===== config.mk =====
export PLATFORM = sky130hd
export DESIGN_NAME = escaped_brace_quote_tokenizer
export DESIGN_NICKNAME = d
export VERILOG_FILES = /design/src/design/ebqt_pkg.sv /design/src/design/ebqt_core.sv /design/src/design/ebqt_outq.sv /design/src/design/escaped_brace_quote_tokenizer.sv
export SDC_FILE = /design/constraint.sdc
export NUM_CORES = 1
export LEC_CHECK = 0
export BUFFER_PORTS_ARGS = -buffer_cell sky130_fd_sc_hd__buf_4
export CAP_MARGIN = 10
export CORE_ASPECT_RATIO = 1.1
export CORE_MARGIN = 1
export CORE_UTILIZATION = 60
export CTS_CLUSTER_DIAMETER = 80
export CTS_CLUSTER_SIZE = 28
export DETAILED_ROUTE_END_ITERATION = 10
export GPL_TIMING_DRIVEN = 0
export PLACE_DENSITY = 0.87
export SLEW_MARGIN = 40
export SYNTH_ARGS = -nofsm -noshare
export SYNTH_HDL_FRONTEND = slang
export SYNTH_SLANG_ARGS = --single-unit

===== constraint.sdc =====
create_clock -name clk -period 4 [get_ports clk]
set_input_delay 0.8 -clock clk [delete_from_list [all_inputs] [get_ports clk]]
set_output_delay 0.8 -clock clk [all_outputs]
set_load 0.1 [all_outputs]

===== src/design/ebqt_pkg.sv =====
// Package for the escaped brace/quote tokenizer.
// Holds the transaction types, register indexes, status codes and reset values.
// No dependencies.
`default_nettype none

package ebqt_pkg;

    typedef struct packed {
        logic [7:0] in_byte;
        logic       end_of_stream;
    } in_item_t;

    typedef struct packed {
        logic [7:0] out_byte;
        logic       byte_valid;
        logic       token_done;
        logic [1:0] token_status;
        logic       last_flag;
    } out_item_t;

    typedef struct packed {
        logic [1:0] count;
        out_item_t  res0;
        out_item_t  res1;
    } step_res_t;

    localparam logic [1:0] REG_OPEN_GROUP  = 2'd0;
    localparam logic [1:0] REG_CLOSE_GROUP = 2'd1;
    localparam logic [1:0] REG_QUOTE       = 2'd2;
    localparam logic [1:0] REG_ESCAPE      = 2'd3;

    localparam logic [1:0] STATUS_OK       = 2'd0;
    localparam logic [1:0] STATUS_UNTERM   = 2'd1;
    localparam logic [1:0] STATUS_EMPTY    = 2'd2;
    localparam logic [1:0] STATUS_OVERFLOW = 2'd3;

    localparam logic [7:0] OPEN_GROUP_RESET  = 8'd123;
    localparam logic [7:0] CLOSE_GROUP_RESET = 8'd125;
    localparam logic [7:0] QUOTE_RESET       = 8'd34;
    localparam logic [7:0] ESCAPE_RESET      = 8'd92;

endpackage

`default_nettype wire


===== src/design/ebqt_core.sv =====
// Next-state and result logic of the tokenizer for one input byte.
// Purely combinational; depends on ebqt_pkg.
`default_nettype none

module ebqt_core
    import ebqt_pkg::*;
#(
    parameter int MAX_DEPTH = 16,
    localparam int DW = $clog2(MAX_DEPTH + 1)
)(
    input  wire in_item_t   item,
    input  wire [2:0]       mode,
    input  wire             is_quote,
    input  wire [DW-1:0]    depth,
    input  wire             overflow,
    input  wire [7:0]       open_char,
    input  wire [7:0]       close_char,
    input  wire [7:0]       quote_char,
    input  wire [7:0]       escape_char,
    output logic [2:0]      mode_next,
    output logic            is_quote_next,
    output logic [DW-1:0]   depth_next,
    output logic            overflow_next,
    output step_res_t       step
);

    localparam logic [2:0] MODE_SKIP       = 3'd0;
    localparam logic [2:0] MODE_LEAD_ESC   = 3'd1;
    localparam logic [2:0] MODE_LEAD_AFTER = 3'd2;
    localparam logic [2:0] MODE_WORD       = 3'd3;
    localparam logic [2:0] MODE_WORD_ESC   = 3'd4;
    localparam logic [2:0] MODE_GROUP      = 3'd5;
    localparam logic [2:0] MODE_GROUP_ESC  = 3'd6;

    localparam logic [DW-1:0] DEPTH_ONE = DW'(1);
    localparam logic [DW-1:0] DEPTH_MAX = DW'(MAX_DEPTH);

    function automatic out_item_t mk_res(input logic [7:0] b, input logic valid,
                                         input logic done, input logic [1:0] status);
        out_item_t r;
        r.out_byte     = valid ? b : 8'd0;
        r.byte_valid   = valid;
        r.token_done   = done;
        r.token_status = done ? status : STATUS_OK;
        r.last_flag    = 1'b0;
        return r;
    endfunction

    logic [7:0] b;
    logic       eos;
    logic       ws;
    logic [7:0] oc;
    logic [7:0] cc;
    logic [1:0] grp_ok;
    logic [1:0] grp_unterm;

    always_comb
    begin
        b          = item.in_byte;
        eos        = item.end_of_stream;
        ws         = b inside {8'd32, [8'd9:8'd13]};
        oc         = is_quote ? quote_char : open_char;
        cc         = is_quote ? quote_char : close_char;
        grp_ok     = overflow ? STATUS_OVERFLOW : STATUS_OK;
        grp_unterm = overflow ? STATUS_OVERFLOW : STATUS_UNTERM;

        mode_next     = mode;
        is_quote_next = is_quote;
        depth_next    = depth;
        overflow_next = overflow;
        step.count    = 2'd0;
        step.res0     = '0;
        step.res1     = '0;

        case (mode)
            MODE_SKIP:
            begin
                if (eos)
                begin
                    step.count = 2'd1;
                    step.res0  = mk_res(8'd0, 1'b0, 1'b1, STATUS_EMPTY);
                    mode_next  = MODE_SKIP;
                end
                else if (ws)
                begin
                    mode_next = MODE_SKIP;
                end
                else if (b == escape_char)
                begin
                    mode_next = MODE_LEAD_ESC;
                end
                else if (b == quote_char || b == open_char)
                begin
                    mode_next     = MODE_GROUP;
                    is_quote_next = (b == quote_char);
                    depth_next    = DEPTH_ONE;
                    overflow_next = 1'b0;
                end
                else
                begin
                    step.count = 2'd1;
                    step.res0  = mk_res(b, 1'b1, 1'b0, STATUS_OK);
                    mode_next  = MODE_WORD;
                end
            end
            MODE_LEAD_ESC:
            begin
                step.count = 2'd1;
                if (eos)
                begin
                    step.res0 = mk_res(escape_char, 1'b1, 1'b1, STATUS_OK);
                    mode_next = MODE_SKIP;
                end
                else
                begin
                    step.res0 = mk_res(b, 1'b1, 1'b0, STATUS_OK);
                    mode_next = MODE_LEAD_AFTER;
                end
            end
            MODE_LEAD_AFTER:
            begin
                if (eos || ws)
                begin
                    step.count = 2'd1;
                    step.res0  = mk_res(8'd0, 1'b0, 1'b1, STATUS_OK);
                    mode_next  = MODE_SKIP;
                end
                else if (b == quote_char || b == open_char)
                begin
                    mode_next     = MODE_GROUP;
                    is_quote_next = (b == quote_char);
                    depth_next    = DEPTH_ONE;
                    overflow_next = 1'b0;
                end
                else
                begin
                    step.count = 2'd1;
                    step.res0  = mk_res(b, 1'b1, 1'b0, STATUS_OK);
                    mode_next  = MODE_WORD;
                end
            end
            MODE_WORD:
            begin
                if (eos || ws)
                begin
                    step.count = 2'd1;
                    step.res0  = mk_res(8'd0, 1'b0, 1'b1, STATUS_OK);
                    mode_next  = MODE_SKIP;
                end
                else if (b == escape_char)
                begin
                    mode_next = MODE_WORD_ESC;
                end
                else
                begin
                    step.count = 2'd1;
                    step.res0  = mk_res(b, 1'b1, 1'b0, STATUS_OK);
                end
            end
            MODE_WORD_ESC:
            begin
                if (eos)
                begin
                    step.count = 2'd1;
                    step.res0  = mk_res(escape_char, 1'b1, 1'b1, STATUS_OK);
                    mode_next  = MODE_SKIP;
                end
                else if (ws)
                begin
                    step.count = 2'd1;
                    step.res0  = mk_res(b, 1'b1, 1'b0, STATUS_OK);
                    mode_next  = MODE_WORD;
                end
                else
                begin
                    step.count = 2'd2;
                    step.res0  = mk_res(escape_char, 1'b1, 1'b0, STATUS_OK);
                    step.res1  = mk_res(b, 1'b1, 1'b0, STATUS_OK);
                    mode_next  = MODE_WORD;
                end
            end
            MODE_GROUP:
            begin
                if (eos)
                begin
                    step.count = 2'd1;
                    step.res0  = mk_res(8'd0, 1'b0, 1'b1, grp_unterm);
                    mode_next  = MODE_SKIP;
                end
                else if (b == cc)
                begin
                    step.count = 2'd1;
                    if (depth <= DEPTH_ONE)
                    begin
                        step.res0 = mk_res(8'd0, 1'b0, 1'b1, grp_ok);
                        mode_next = MODE_SKIP;
                    end
                    else
                    begin
                        step.res0  = mk_res(b, 1'b1, 1'b0, STATUS_OK);
                        depth_next = depth - DEPTH_ONE;
                    end
                end
                else if (b == oc)
                begin
                    step.count = 2'd1;
                    step.res0  = mk_res(b, 1'b1, 1'b0, STATUS_OK);
                    if (depth >= DEPTH_MAX)
                    begin
                        overflow_next = 1'b1;
                    end
                    else
                    begin
                        depth_next = depth + DEPTH_ONE;
                    end
                end
                else if (b == escape_char)
                begin
                    mode_next = MODE_GROUP_ESC;
                end
                else
                begin
                    step.count = 2'd1;
                    step.res0  = mk_res(b, 1'b1, 1'b0, STATUS_OK);
                end
            end
            MODE_GROUP_ESC:
            begin
                if (eos)
                begin
                    step.count = 2'd1;
                    step.res0  = mk_res(escape_char, 1'b1, 1'b1, grp_unterm);
                    mode_next  = MODE_SKIP;
                end
                else if (b == oc || b == cc)
                begin
                    step.count = 2'd1;
                    step.res0  = mk_res(b, 1'b1, 1'b0, STATUS_OK);
                    mode_next  = MODE_GROUP;
                end
                else
                begin
                    step.count = 2'd2;
                    step.res0  = mk_res(escape_char, 1'b1, 1'b0, STATUS_OK);
                    step.res1  = mk_res(b, 1'b1, 1'b0, STATUS_OK);
                    mode_next  = MODE_GROUP;
                end
            end
            default:
            begin
                mode_next = MODE_SKIP;
            end
        endcase

        if (mode_next == MODE_SKIP)
        begin
            is_quote_next = 1'b0;
            depth_next    = '0;
            overflow_next = 1'b0;
        end

        if (step.count == 2'd1)
        begin
            step.res0.last_flag = 1'b1;
        end
        else if (step.count == 2'd2)
        begin
            step.res1.last_flag = 1'b1;
        end
    end

endmodule

`default_nettype wire


===== src/design/ebqt_outq.sv =====
// Four-entry result queue that takes up to two results per cycle and gives one.
// Depends on ebqt_pkg.
`default_nettype none

module ebqt_outq
    import ebqt_pkg::*;
(
    input  wire             clk,
    input  wire             rst_n,
    input  wire             push,
    input  wire step_res_t  step,
    output logic            space,
    output logic            out_valid,
    input  wire             out_ready,
    output out_item_t       out_data
);

    out_item_t  mem_reg [4];
    logic [1:0] wr_ptr_reg;
    logic [1:0] wr_ptr_next;
    logic [1:0] rd_ptr_reg;
    logic [1:0] rd_ptr_next;
    logic [2:0] count_reg;
    logic [2:0] count_next;
    logic [1:0] push_cnt;
    logic       pop;

    always_comb
    begin
        out_valid   = (count_reg != 3'd0);
        space       = (count_reg < 3'd3);
        out_data    = mem_reg[rd_ptr_reg];
        push_cnt    = push ? step.count : 2'd0;
        pop         = out_valid && out_ready;
        wr_ptr_next = wr_ptr_reg + push_cnt;
        rd_ptr_next = rd_ptr_reg + {1'b0, pop};
        count_next  = count_reg + {1'b0, push_cnt} - {2'b00, pop};
    end

    always_ff @(posedge clk)
    begin
        if (push_cnt != 2'd0)
        begin
            mem_reg[wr_ptr_reg] <= step.res0;
        end
        if (push_cnt == 2'd2)
        begin
            mem_reg[wr_ptr_reg + 2'd1] <= step.res1;
        end
    end

    always_ff @(posedge clk or negedge rst_n)
    begin
        if (!rst_n)
        begin
            wr_ptr_reg <= '0;
            rd_ptr_reg <= '0;
            count_reg  <= '0;
        end
        else
        begin
            wr_ptr_reg <= wr_ptr_next;
            rd_ptr_reg <= rd_ptr_next;
            count_reg  <= count_next;
        end
    end

endmodule

`default_nettype wire


===== src/design/escaped_brace_quote_tokenizer.sv =====
// Results of an accepted item are written into the result queue and offered from its registers.
// Throughput: one item per cycle, with room in the queue, while items give one result at most;
// the single output port of the result queue sets the rate, so two-result items slow the flow.
// Reset: asynchronous, active low; registers return to their defaults, the parser to
// skipping whitespace and the result queue to empty.
// Top level of the tokenizer; depends on ebqt_pkg, ebqt_core and ebqt_outq.
`default_nettype none

module escaped_brace_quote_tokenizer
    import ebqt_pkg::*;
#(
    parameter int MAX_DEPTH = 16
)(
    input  wire             clk,
    input  wire             rst_n,
    input  wire             cfg_write,
    input  wire [1:0]       cfg_index,
    input  wire [7:0]       cfg_data,
    input  wire             in_valid,
    output logic            in_ready,
    input  wire in_item_t   in_data,
    output logic            out_valid,
    input  wire             out_ready,
    output out_item_t       out_data
);

    localparam int DW = $clog2(MAX_DEPTH + 1);

    logic [7:0]    open_reg;
    logic [7:0]    close_reg;
    logic [7:0]    quote_reg;
    logic [7:0]    escape_reg;
    logic [2:0]    mode_reg;
    logic [2:0]    mode_next;
    logic          is_quote_reg;
    logic          is_quote_next;
    logic [DW-1:0] depth_reg;
    logic [DW-1:0] depth_next;
    logic          overflow_reg;
    logic          overflow_next;
    step_res_t     step;
    logic          accept;

    assign accept = in_valid && in_ready;

    ebqt_core #(
        .MAX_DEPTH (MAX_DEPTH)
    ) u_core (
        .item          (in_data),
        .mode          (mode_reg),
        .is_quote      (is_quote_reg),
        .depth         (depth_reg),
        .overflow      (overflow_reg),
        .open_char     (open_reg),
        .close_char    (close_reg),
        .quote_char    (quote_reg),
        .escape_char   (escape_reg),
        .mode_next     (mode_next),
        .is_quote_next (is_quote_next),
        .depth_next    (depth_next),
        .overflow_next (overflow_next),
        .step          (step)
    );

    ebqt_outq u_outq (
        .clk       (clk),
        .rst_n     (rst_n),
        .push      (accept),
        .step      (step),
        .space     (in_ready),
        .out_valid (out_valid),
        .out_ready (out_ready),
        .out_data  (out_data)
    );

    always_ff @(posedge clk or negedge rst_n)
    begin
        if (!rst_n)
        begin
            open_reg   <= OPEN_GROUP_RESET;
            close_reg  <= CLOSE_GROUP_RESET;
            quote_reg  <= QUOTE_RESET;
            escape_reg <= ESCAPE_RESET;
        end
        else if (cfg_write)
        begin
            case (cfg_index)
                REG_OPEN_GROUP:  open_reg   <= cfg_data;
                REG_CLOSE_GROUP: close_reg  <= cfg_data;
                REG_QUOTE:       quote_reg  <= cfg_data;
                REG_ESCAPE:      escape_reg <= cfg_data;
                default:         open_reg   <= open_reg;
            endcase
        end
    end

    always_ff @(posedge clk or negedge rst_n)
    begin
        if (!rst_n)
        begin
            mode_reg     <= '0;
            is_quote_reg <= 1'b0;
            depth_reg    <= '0;
            overflow_reg <= 1'b0;
        end
        else if (accept)
        begin
            mode_reg     <= mode_next;
            is_quote_reg <= is_quote_next;
            depth_reg    <= depth_next;
            overflow_reg <= overflow_next;
        end
    end

endmodule

`default_nettype wire


## Yosys cells after proc, flatten, opt, wreduce, memory -nomap -nowiden

Memory sizes are Yosys's and may differ from the RTL's.
Index checks and enable logic that the tools add are counted.

- Flip-flop bits (word level): 49
- RAM bits: 52
- Bits of input ports: 24
- Output and inout bits: 15
- Logic and storage cells: 154
- Memories: 1

Memories:

| memory | depth | width | read ports | clocked after memory_dff | write ports | RTL line | text |
|---|---|---|---|---|---|---|---|
| u_outq.mem_reg | 4 | 13 | 1 | 0 | 2 | ebqt_outq.sv:18 | `out_item_t mem_reg [4];` |

- Add/sub/neg operators: 7
- $lt $le $gt $ge: 5
- Equal/unequal tests: 29
- Multiplexer cells: 80
- Reduce and logical (&&, ||, !) cells: 21

Operators with widths:

| kind | number |
|---|---|
| 2-to-1 mux 15 bit | 10 |
| case mux 15 bit (7 select lines) | 1 |
| 2-to-1 mux 13 bit | 6 |
| 2-to-1 mux 14 bit | 4 |
| 2-to-1 mux 5 bit | 11 |
| equality test 8 bit | 5 |
| 2-to-1 mux 3 bit | 13 |
| case mux 13 bit (2 select lines) | 1 |
| 2-to-1 mux 1 bit | 23 |
| case mux 3 bit (7 select lines) | 1 |
| AND reduction 10 bit | 2 |
| 2-to-1 mux 8 bit | 2 |
| case mux 5 bit (3 select lines) | 1 |
| inequality test 3 bit, second input constant | 4 |
| 2-to-1 mux 2 bit | 5 |
| equality test 3 bit, second input constant | 3 |
| equality test 2 bit, second input constant | 4 |
| equality test 8 x 6 -> 1 bit, second input constant | 1 |
| >= comparator 8 x 4 -> 1 bit, second input constant | 1 |
| less-or-equal comparator 8 x 4 -> 1 bit, second input constant | 1 |
| AND reduction 2 bit | 4 |
| equality test 3 x 2 -> 1 bit, second input constant | 2 |
| zero test 3 bit | 2 |
| inequality test 3 x 1 -> 1 bit, second input constant | 2 |
| 25 further kinds | 33 |

## Logic depth before layout (Yosys ltp)

- Depth in word-level cells: 11
- Gate-level depth with buffers: 14
- Depth with buffers taken out: 12

## Hierarchy

Synthesis repeated with hierarchy kept, for this count alone.

- Cells, all modules: 543
- Area total of the unflattened synthesis: 6393.6 µm²

Modules (own cells, without submodules):

| module | instances | cells an instance | area an instance (µm²) | sequential area each (µm²) |
|---|---|---|---|---|
| ebqt_outq | 1 | 173 | 2932.8 | 1736.7 |
| ebqt_core | 1 | 279 | 1850.5 | 0.0 |
| escaped_brace_quote_tokenizer | 1 | 91 | 1610.3 | 1073.5 |

## Worst setup path after synthesis

No wires, ideal clock.

- Path type: register to register
- From: register u_outq.count_reg[0]
- To: memory u_outq.mem_reg[2][0] in the netlist's numbering, enable pin
- Library setup time: 0.347 ns
- Arrival time: 3.552 ns
- Required time: 3.653 ns
- Path slack: 0.102 ns
- Cell stages (with the launch flop): 9
- Buffers on the path: 2
- Clock period less this slack: 3.898 ns
- Cell sequence: dfrtp_1 a21oi_1 and2_1 clkbuf_1 nand2_1 nor2_1 a21boi_1 buf_2 nand2b_1

RTL lines:

| element | RTL line | text |
|---|---|---|
| start: declaration | ebqt_outq.sv:23 | `logic [2:0] count_reg;` |
| start signal: assignment | ebqt_outq.sv:64 | `count_reg <= count_next;` |
| end: declaration | ebqt_outq.sv:18 |  |

==> results by group <==
Run status
  • Status: finished, final reports clean

Final layout
  • # nets final: 637
  • # fillers: 747
  • Largest register FFs: 52
  • Most common library cell in the layout ignoring fill and taps: nand2_1
  • Post-route insts no fill: 728
  • Diode count: 0
  • Layout area overhead: 10.9%
  • Fin util: 68.6%
  • Ratio of cells with drive above 1 in the final layout: 25.2%
  • Most frequent cells in the layout: 44 x nand2_1, 42 x o21ai_0, 40 x edfxtp_1

Power and ir drop
  • Combinational power share: 51.1%
  • Pwr Density: 666 nW/um^2
  • Worst VDD drop: 0.365 mV
  • Internal power: 2450 uW
  • Flop pwr share: 33.3%
  • Power consumption: 4520 uW
  • Static Leak: 0.00267 uW
  • Clock Power Share: 15.6%
  • Sw Share: 45.8%
  • Switching power: 2070 uW

Timing
  • Fin Hold WS: 0.440 ns
  • Hold Vio Cnt, Final: 0
  • Setup violations, final: 0
  • Tcrit/Tclk final: 95.8%
  • Fmax: 261 MHz
  • Max-slew headroom: 43.3%
  • Min Tclk post-route: 3.83 ns
  • Worst Max-Slew Pin Slew: 0.844 ns
  • Unrepaired setup endpoints after global routing: no
  • Setup ws final: 0.169 ns
  • Worst-case clock skew: 0.00820 ns
  • Final slew viol count: 0

Placement
  • Placed Instances: 712
  • DP HPWL: 10800 um
  • Placer Congestion: 0.940
  • Pre-CTS WS: -0.177 ns
  • PortBufs: 37

Drt
  • WL final: 14400 um
  • Residual DRC count: 0
  • Top sig layer: met4
  • Remaining antenna violation count: 0
  • Routed WL per cell: 19.8 um
  • Initial detailed-routing violation count: 367
  • First-pass DRT Iterations: 7
  • Vias per cell: 6.52
  • Routed wl met2: 7310 um
  • Met3 routed WL: 813 um
  • Vias: 4749
  • M1 WL: 6000 um

Clock network
  • Clk root buf: clkbuf_8
  • Clk buf depth: 2
  • Post-CTS Setup Inserts: 0
  • Post-CTS Resized: 0
  • Hold_buf cts: 0
  • Clk sinks: 101
  • TritonCTS clock tree: built
  • Clock Pin Slew Worst Setup and Hold Paths: 0.09 ns
  • CTS H-tree lvls: 3
  • Later-pin clock latency in the skew report: 0.37 ns
  • Num CTS Buffers: 9

Global routing
  • Gr usage total: 28.5%
  • Antenna violations before repair: 0
  • Via count of the first global-routing pass: 4710
  • First-pass GRT wire length: 23600 um
  • Largest net degree at the start of global routing: 50
  • Grt total ovfl: 0

Synthesis
  • Syn Inst Count: 555
  • Synth async-reset ratio: 48.5%
  • Post-synth EDFFs: 40
  • Seq cells post-synth: 101
  • Syn_area_per_cell: 11.0 um^2
  • Sequential area share after synthesis: 44.0%
  • Main synth FF type: edfxtp_1
  • Post-Syn Area: 6120 um^2
  • Yosys cell types: 64
  • Post-Syn Nets: 589
  • YS warnings: 0

Critical path
  • Kind of critical path: in -> reg
  • Critical path arrival: 3.85 ns
  • Largest fanout on the critical path: 10
  • Critical path endpoint category: register
  • CP startpoint kind: input pin
  • WP data required: 4.02 ns

Die
  • Chip Width: 98.3 um
  • Chip height: 108 um
  • IO Count: 39
  • Die area: 10600 um^2
  • Initial core utilization: 61.9%
  • Row count: 38
  • Core area: 9890 um^2

Flow run
  • Max cap viols: 0

Worst hold path
  • Hold WC Path Type: in -> async
[cell usage after synthesis, drive strengths merged, types with 13 or more instances]
master	number	area share, %
nand3	18	1.5
nand2	47	3.0
edfxtp	40	20
nor2	23	1.4
inv	14	0.86
dfrtp	31	13
o21ai	45	3.7
mux2i	29	4.7
mux2	34	6.3
a22o	24	3.4
buf	16	1.6
clkbuf	13	0.80
xor2	19	2.7
a21oi	16	1.3
xnor2	28	4.0
dfstp	18	7.7
mux4	13	4.8
[power groups by stage]
stage               clock network [uW]  registers [uW]  logic [uW]
global route                       750            1540        2450
detailed placement                   0            1530        2290
CTS                                710            1510        2300
global placement                     0            1510        2240
floorplan                            0            1470        1860
finish                             705            1510        2310
[critical path, stage by stage]
cell and delay, ns:
buf_2 0.19, nor3_1 0.30, nand2_1 0.16, nor2_1 0.40, o21ai_0 0.16, a222oi_1 0.52, a311oi_4 0.15, a21boi_1 0.37
buf_2 0.33, nand2b_1 0.48
[stage by stage]
stage / setup TNS, ns / cell area, um^2
after floorplan: 0 / 6120
after global placement: -1.53 / 6550
after detailed placement: -3.20 / 6550
after CTS: 0 / 6770
after global routing: 0 / 6780
final: 0 / 6780
[routing by layer]
layer / vias to the layer above / GRT usage [%]
met1: 2311 / 36.5
met2: 214 / 51.0
met3: 34 / 3.64
met4: 0 / 8.10
met5: - / 0
li1: 2190 / -
[final timing paths]
check | from | to | slack (ns) | cells past startpoint
setup / recovery | in_data[8] | u_outq.mem_reg[2][6] | 0.17 | 10
min in group clk | u_outq.mem_reg[3][2] | u_outq.mem_reg[3][2] | 0.47 | 2
hold / removal | rst_n | quote_reg[6] | 0.44 | 1
hold reg to reg | u_outq.mem_reg[3][2] | u_outq.mem_reg[3][2] | 0.47 | 2
max in group asynchronous | rst_n | u_outq.rd_ptr_reg[1] | 3.15 | 1
setup reg to reg | is_quote_reg | u_outq.mem_reg[2][6] | 0.40 | 11
[layout make-up]
type	instances	area, um^2	area share (%)
Tap cell	120	150	2.21
Clock inverter	4	52.6	0.775
Clock buffer	12	166	2.45
Multi-Input combinational cell	411	3250	47.9
Sequential cell	101	2690	39.7
Inverter	14	52.6	0.775
Timing Repair Buffer	37	278	4.10
Buffer	29	146	2.16
[cells by family (layout without fill, tap and decap cells)]
group           after synthesis  after routing  synth area share (%)
buf+inv                      43             96                  3.23
fa+ha+maj                    10             10                  2.17
compound gates              135            135                  15.7
simple gates                143            143                  12.4
mux                          76             76                  15.8
xor+xnor                     47             47                  6.73
flops                       101            101                  44.0
Note: power is estimated with default switching activity, not from simulation.
